$ cat src/sv/assert_macros.svh
// Assertion macros for the RTL of the matrix multiply block.
// Each macro expects clk and rst_n in the scope where it is used.
`ifndef ASSERT_MACROS_SVH
`define ASSERT_MACROS_SVH

// same-cycle implication
`define ASSERT_IMPLIES(lbl, ante, cons) \
    lbl: assert property (@(posedge clk) disable iff (!rst_n) (ante) |-> (cons)) \
        else $error("assertion failed");

// next-cycle implication
`define ASSERT_NEXT(lbl, ante, cons) \
    lbl: assert property (@(posedge clk) disable iff (!rst_n) (ante) |=> (cons)) \
        else $error("assertion failed");

`endif

$ cat src/sv/dmm_pkg.sv
// Package for the double matrix multiply block: widths, codes, state types
// and the command/status structs between controller and datapath. No dependencies.
`timescale 1ns / 1ps
package dmm_pkg;

    localparam int MAX_DIM_DEF = 16;
    localparam int DATA_W      = 64;
    localparam int CMD_W       = 2;
    localparam int IDX_W       = 4;
    localparam int REG_W       = 5;
    localparam int CFG_IDX_W   = 2;
    localparam int S_TDATA_W   = 72;
    localparam int EXP_W       = 11;
    localparam int FRAC_W      = 52;
    localparam int MANT_W      = 53;
    localparam int HALF_W      = 27;
    localparam int GUARD_W     = 55;
    localparam int WIDE_W      = 109;

    localparam logic [REG_W-1:0]     REG_RESET     = 5'd16;
    localparam logic [CFG_IDX_W-1:0] REG_NUM_ROWS  = 2'd0;
    localparam logic [CFG_IDX_W-1:0] REG_INNER_LEN = 2'd1;
    localparam logic [CFG_IDX_W-1:0] REG_NUM_COLS  = 2'd2;

    localparam logic [DATA_W-1:0] QUIET_BIT   = 64'h0008_0000_0000_0000;
    localparam logic [DATA_W-1:0] DEFAULT_NAN = 64'hFFF8_0000_0000_0000;
    localparam logic [EXP_W-1:0]  EXP_MAX     = 11'h7FF;

    typedef enum logic [CMD_W-1:0] {
        CMD_WRITE_A = 2'd0,
        CMD_WRITE_B = 2'd1,
        CMD_COMPUTE = 2'd2,
        CMD_READ_C  = 2'd3
    } cmd_t;

    typedef enum logic {
        FPU_MUL = 1'b0,
        FPU_ADD = 1'b1
    } fpu_op_t;

    typedef enum logic [3:0] {
        ST_IDLE,
        ST_READ,
        ST_FETCH,
        ST_MUL,
        ST_MUL_WAIT,
        ST_ADD,
        ST_ADD_WAIT,
        ST_STORE
    } ctrl_state_t;

    typedef enum logic [2:0] {
        FS_IDLE,
        FS_MUL,
        FS_ADD_SUM,
        FS_OVF,
        FS_NORM,
        FS_DENORM,
        FS_ROUND,
        FS_DONE
    } fpu_state_t;

    typedef struct packed {
        logic    a_we;
        logic    b_we;
        logic    rd_c;
        logic    rd_err;
        logic    note_compute;
        logic    fetch;
        logic    fpu_start;
        fpu_op_t fpu_op;
        logic    prod_load;
        logic    acc_load;
        logic    acc_clear;
        logic    c_we;
        logic    out_load;
    } dp_cmd_t;

    typedef struct packed {
        logic fpu_done;
        logic out_busy;
    } dp_stat_t;

endpackage

$ cat src/sv/dmm_ctrl.sv
// Controller state machine: decodes requests, sequences the r/c/j compute loops.
// Drives dmm_datapath through dp_cmd_t. Uses dmm_pkg and assert_macros.svh.
`timescale 1ns / 1ps
`include "assert_macros.svh"
module dmm_ctrl #(
    parameter int MAX_DIM = dmm_pkg::MAX_DIM_DEF
) (
    input  logic                          clk,
    input  logic                          rst_n,
    input  logic                          s_tvalid,
    output logic                          s_tready,
    input  dmm_pkg::cmd_t                 cmd,
    input  logic [dmm_pkg::IDX_W-1:0]     in_row,
    input  logic [dmm_pkg::IDX_W-1:0]     in_col,
    input  logic [$clog2(MAX_DIM+1)-1:0]  rows,
    input  logic [$clog2(MAX_DIM+1)-1:0]  inner,
    input  logic [$clog2(MAX_DIM+1)-1:0]  cols,
    input  dmm_pkg::dp_stat_t             stat,
    output dmm_pkg::dp_cmd_t              dp_cmd,
    output logic [$clog2(MAX_DIM)-1:0]    r_idx,
    output logic [$clog2(MAX_DIM)-1:0]    c_idx,
    output logic [$clog2(MAX_DIM)-1:0]    j_idx
);
    import dmm_pkg::*;

    localparam int IXW = $clog2(MAX_DIM);
    localparam int DW  = $clog2(MAX_DIM + 1);

    ctrl_state_t state_reg, state_next;
    logic [IXW-1:0] r_reg, r_next, c_reg, c_next, j_reg, j_next;
    logic s_accept, row_lt_rows, row_lt_inner, col_lt_inner, col_lt_cols;

    assign s_accept     = s_tvalid && s_tready;
    assign row_lt_rows  = 8'(in_row) < 8'(rows);
    assign row_lt_inner = 8'(in_row) < 8'(inner);
    assign col_lt_inner = 8'(in_col) < 8'(inner);
    assign col_lt_cols  = 8'(in_col) < 8'(cols);

    always_ff @(posedge clk or negedge rst_n)
    begin
        if (!rst_n)
        begin
            state_reg <= ST_IDLE;
            r_reg     <= '0;
            c_reg     <= '0;
            j_reg     <= '0;
        end
        else
        begin
            state_reg <= state_next;
            r_reg     <= r_next;
            c_reg     <= c_next;
            j_reg     <= j_next;
        end
    end

    always_comb
    begin
        state_next = state_reg;
        r_next     = r_reg;
        c_next     = c_reg;
        j_next     = j_reg;
        dp_cmd     = '0;
        dp_cmd.fpu_op = FPU_MUL;
        s_tready   = 1'b0;
        unique case (state_reg)
            ST_IDLE:
            begin
                s_tready = 1'b1;
                if (s_accept)
                begin
                    unique case (cmd)
                        CMD_WRITE_A:
                            dp_cmd.a_we = row_lt_rows && col_lt_inner;
                        CMD_WRITE_B:
                            dp_cmd.b_we = row_lt_inner && col_lt_cols;
                        CMD_COMPUTE:
                        begin
                            dp_cmd.note_compute = 1'b1;
                            dp_cmd.acc_clear    = 1'b1;
                            r_next     = '0;
                            c_next     = '0;
                            j_next     = '0;
                            state_next = ST_FETCH;
                        end
                        CMD_READ_C:
                        begin
                            dp_cmd.rd_c   = 1'b1;
                            dp_cmd.rd_err = !(row_lt_rows && col_lt_cols);
                            state_next    = ST_READ;
                        end
                        default: ;
                    endcase
                end
            end
            ST_READ:
            begin
                if (!stat.out_busy)
                begin
                    dp_cmd.out_load = 1'b1;
                    state_next      = ST_IDLE;
                end
            end
            ST_FETCH:
            begin
                dp_cmd.fetch = 1'b1;
                state_next   = ST_MUL;
            end
            ST_MUL:
            begin
                dp_cmd.fpu_start = 1'b1;
                state_next       = ST_MUL_WAIT;
            end
            ST_MUL_WAIT:
            begin
                if (stat.fpu_done)
                begin
                    dp_cmd.prod_load = 1'b1;
                    state_next       = ST_ADD;
                end
            end
            ST_ADD:
            begin
                dp_cmd.fpu_op    = FPU_ADD;
                dp_cmd.fpu_start = 1'b1;
                state_next       = ST_ADD_WAIT;
            end
            ST_ADD_WAIT:
            begin
                dp_cmd.fpu_op = FPU_ADD;
                if (stat.fpu_done)
                begin
                    dp_cmd.acc_load = 1'b1;
                    if ((DW'(j_reg) + DW'(1)) == inner)
                        state_next = ST_STORE;
                    else
                    begin
                        j_next     = j_reg + IXW'(1);
                        state_next = ST_FETCH;
                    end
                end
            end
            ST_STORE:
            begin
                dp_cmd.c_we      = 1'b1;
                dp_cmd.acc_clear = 1'b1;
                j_next           = '0;
                state_next       = ST_FETCH;
                if ((DW'(c_reg) + DW'(1)) == cols)
                begin
                    c_next = '0;
                    if ((DW'(r_reg) + DW'(1)) == rows)
                        state_next = ST_IDLE;
                    else
                        r_next = r_reg + IXW'(1);
                end
                else
                    c_next = c_reg + IXW'(1);
            end
            default:
                state_next = ST_IDLE;
        endcase
    end

    assign r_idx = r_reg;
    assign c_idx = c_reg;
    assign j_idx = j_reg;

    `ASSERT_NEXT(a_read_waits, s_accept && (cmd == CMD_READ_C), state_reg == ST_READ)
    `ASSERT_NEXT(a_start_waits, dp_cmd.fpu_start,
                 (state_reg == ST_MUL_WAIT) || (state_reg == ST_ADD_WAIT))
    `ASSERT_IMPLIES(a_store_after_add, state_reg == ST_STORE,
                    $past(state_reg) == ST_ADD_WAIT)
    `ASSERT_IMPLIES(a_load_when_free, dp_cmd.out_load, !stat.out_busy)

endmodule
$ cat config.mk
export PLATFORM = sky130hd
export DESIGN_NAME = dmm_ctrl
export DESIGN_NICKNAME = d
export VERILOG_FILES = /design/src/sv/dmm_pkg.sv /design/src/sv/dmm_ctrl.sv
export VERILOG_INCLUDE_DIRS = /design/src /design/src/sv
export SDC_FILE = /design/constraint.sdc
export NUM_CORES = 1
export LEC_CHECK = 0
export BUFFER_PORTS_ARGS = -buffer_cell sky130_fd_sc_hd__buf_2
export CORE_ASPECT_RATIO = 1.4
export CORE_MARGIN = 3
export CORE_UTILIZATION = 30
export CTS_CLUSTER_SIZE = 30
export DETAILED_ROUTE_END_ITERATION = 10
export SETUP_SLACK_MARGIN = 0.4
export SLEW_MARGIN = 10
export SYNTH_ARGS = -nofsm -noshare
export SYNTH_HDL_FRONTEND = slang
export SYNTH_SLANG_ARGS = --single-unit
$ cat constraint.sdc
create_clock -name clk -period 4.2 [get_ports clk]
set_clock_uncertainty 0.15 [all_clocks]
set_input_delay 0.42 -clock clk [delete_from_list [all_inputs] [get_ports clk]]
set_output_delay 0.42 -clock clk [all_outputs]
set_load 0.02 [all_outputs]
==> results by group <==
Outcome
  • Status: finished, final reports clean

STA
  • Final setup viols: 0
  • RSZ-0062 raised after global routing: false
  • Slew Limit Fails: 0
  • FMAX: 401.6 MHz
  • Worst Tran Pin Value: 0.6063 ns
  • Final worst slack: 1.710 ns
  • Period minus WS final: 2.490 ns
  • Slew HR: 59.31%
  • Hold Fails Final Rpt: 0
  • Setup TNS: 0 ns
  • Final cycle utilization of the critical path: 59.29%

CTS
  • CTS tree: yes
  • CTS Sinks: 15
  • Clock root cell: clkbuf_8
  • Reg clk slew, reported paths: 0.07 ns
  • H-tree level count: 1
  • CTS Buf Count: 3
  • Max Root-Sink Buffers: 2
  • Worst-Skew Late Latency: 0.25 ns
  • Post-CTS sizing: 0

Worst setup path
  • Critical path arrival: 1.92 ns
  • Startpoint types: flop
  • Critical path's slowest cell: dfrtp_1
  • Worst Path Max Fanout: 13
  • Max stage delay on crit path: 0.52 ns
  • Setup crit end kind: output pin
  • Crit path cell chain: nand3b_1, or4_4, inv_1, nor2_1, inv_1, buf_2
  • Most used cell, CP: inv_1
  • R2R setup slack: 2.00 ns
  • CP required: 3.63 ns
  • Crit Path Category: flop to output pin

Global routing
  • First-pass GRT wire length: 6.706 mm
  • Largest net degree at the start of global routing: 16
  • Antenna violations before repair: 0
  • Gr usage total: 13.88%
  • GR Overflow Total: 0
  • Number of global-route vias before repair: 1,489

Drt
  • ANT nets after route: 0
  • Initial DRC count: 46
  • Drt drc: 0
  • DR vias: 1,562
  • Via density: 5.071
  • Avg WL per Cell: 12.84 um
  • DRT Wirelength: 3.955 mm
  • Total iterations of the first detailed-routing run: 4

Synthesis
  • Post-synthesis sequential area ratio: 24.29%
  • Synthesized area per cell: 8.176 um^2
  • Post-synth EDFFs: 0
  • Syn. warnings: 0
  • Async set-reset flop share out of synthesis: 100.0%
  • Main synth FF type: dfrtp_1
  • Post-synthesis cell count: 189
  • Post-Synthesis Cell Area: 0.001545 mm^2
  • FF+latch count, synth: 15
  • Synth cell types: 46
  • Net count after synthesis: 234

Final layout
  • Area delta synth->final: 25.10%
  • Final net count: 290
  • N_diodes: 0
  • Layout cells sized above 1: 27.87%
  • Most frequent cells in the layout: buf_2, nor2_1, inv_1
  • Most common cell after layout, fill and taps aside: buf_2
  • Post-route design area: 0.001933 mm^2
  • Fillers: 535

Placement
  • Placer congestion estimate: 0.7969
  • IO buf count: 55
  • Placed inst area: 0.001877 mm^2
  • Pre-CTS setup slack: 1.750 ns
  • Final HPWL DP: 3.374 mm

Die
  • FP Rows: 30
  • Die Height: 90.92 um
  • Die area: 0.006060 mm^2
  • Die W: 66.66 um
  • Core area: 0.004917 mm^2
  • Initial Util: 31.42%
  • I/O pins: 56

Run
  • Max-cap violations: 0

Power
  • Leakage: 1.045 nW
  • VDD IR max: 0.2320 mV
  • PD cells: 413.8 mW/mm^2

Worst hold path
  • Hold WC Path Type: input port to flop
-- cells in the mapped netlist (4+ instances only) --
cell type | count | area (um^2)
xor2_1 | 7 | 61.31
nor3_1 | 5 | 25.02
buf_2 | 4 | 20.02
ha_1 | 15 | 187.7
a21o_1 | 9 | 67.56
a21oi_1 | 12 | 60.06
nand3_1 | 8 | 40.04
nor2_1 | 19 | 71.32
o21ai_0 | 5 | 25.02
xnor2_1 | 11 | 96.34
inv_1 | 16 | 60.06
nand2b_1 | 7 | 43.79
nand2_1 | 10 | 37.54
dfrtp_1 | 15 | 375.4
-- final timing paths --
check,from,end,cells past startpoint
max in group asynchronous,rst_n,state_reg[1],2
worst max-delay path,state_reg[0],dp_cmd[2],6
worst min-delay path,stat[0],state_reg[0],2
min in group asynchronous,rst_n,state_reg[0],2
worst min register to register,c_idx[1],c_idx[1],1
worst max register to register,j_idx[0],state_reg[0],6
-- final cells by class --
| class | count | area, um^2 | share of cell area [%] |
|---|---|---|---|
| Timing Repair Buffer | 56 | 285.3 | 14.76 |
| Tap cell | 64 | 80.08 | 4.142 |
| Clock buffer | 3 | 41.29 | 2.136 |
| Multi-Input combinational cell | 153 | 1086 | 56.18 |
| Clock inverter | 1 | 5.005 | 0.2589 |
| Sequential cell | 15 | 375.4 | 19.42 |
| Inverter | 16 | 60.06 | 3.107 |
-- stage by stage --
step                      total power, mW  hold slack (ns)  std cells  util [%]
after global routing               0.8669           0.2937        308     39.31
after CTS                          0.8071           0.2815        308     39.31
after floorplan                    0.5602         -0.02559        189         -
final                              0.7999           0.2872        308     39.31
after detailed placement           0.6860           0.2033        303     38.17
after global placement             0.6881           0.2056        303     38.17
-- where the power goes --
part           switching [mW]  total (mW)  internal (mW)
logic                   0.244       0.426          0.182
clock network          0.0510       0.117         0.0656
registers              0.0784       0.258          0.179
-- kinds of logic (layout without fill, tap and decap cells) --
group           after synthesis  count (layout)  synth area share, %
compound gates               51              51                23.56
simple gates                 68              68                23.64
fa+ha+maj                    15              15                12.15
mux                           1               1               0.7287
buf+inv                      21              76                5.425
xor+xnor                     18              18                10.20
flops                        15              15                24.29
-- critical path, delay by kind of cell, from the launching register on --
kind | cells | cell delay [ns]
DFF | 1 | 0.52
buffers and inverters | 3 | 0.36
and+or+nand+nor | 3 | 0.80
-- per-layer routing --
metal  global-route usage, %  share of wire (%)  up-vias
li1                        -                  -      794
met1                   16.97                 44      716
met2                   23.76                 49       50
met3                   1.993                6.2        2
met4                   5.424                1.1        0
met5                       0                  0        -
-- timing repair --
action | CTS | global route
setup buffers | 0 | 0
endpoints found under the hold margin | 15 | 0
hold buffers | 1 | 0
Note: power is estimated with default switching activity, not from simulation.
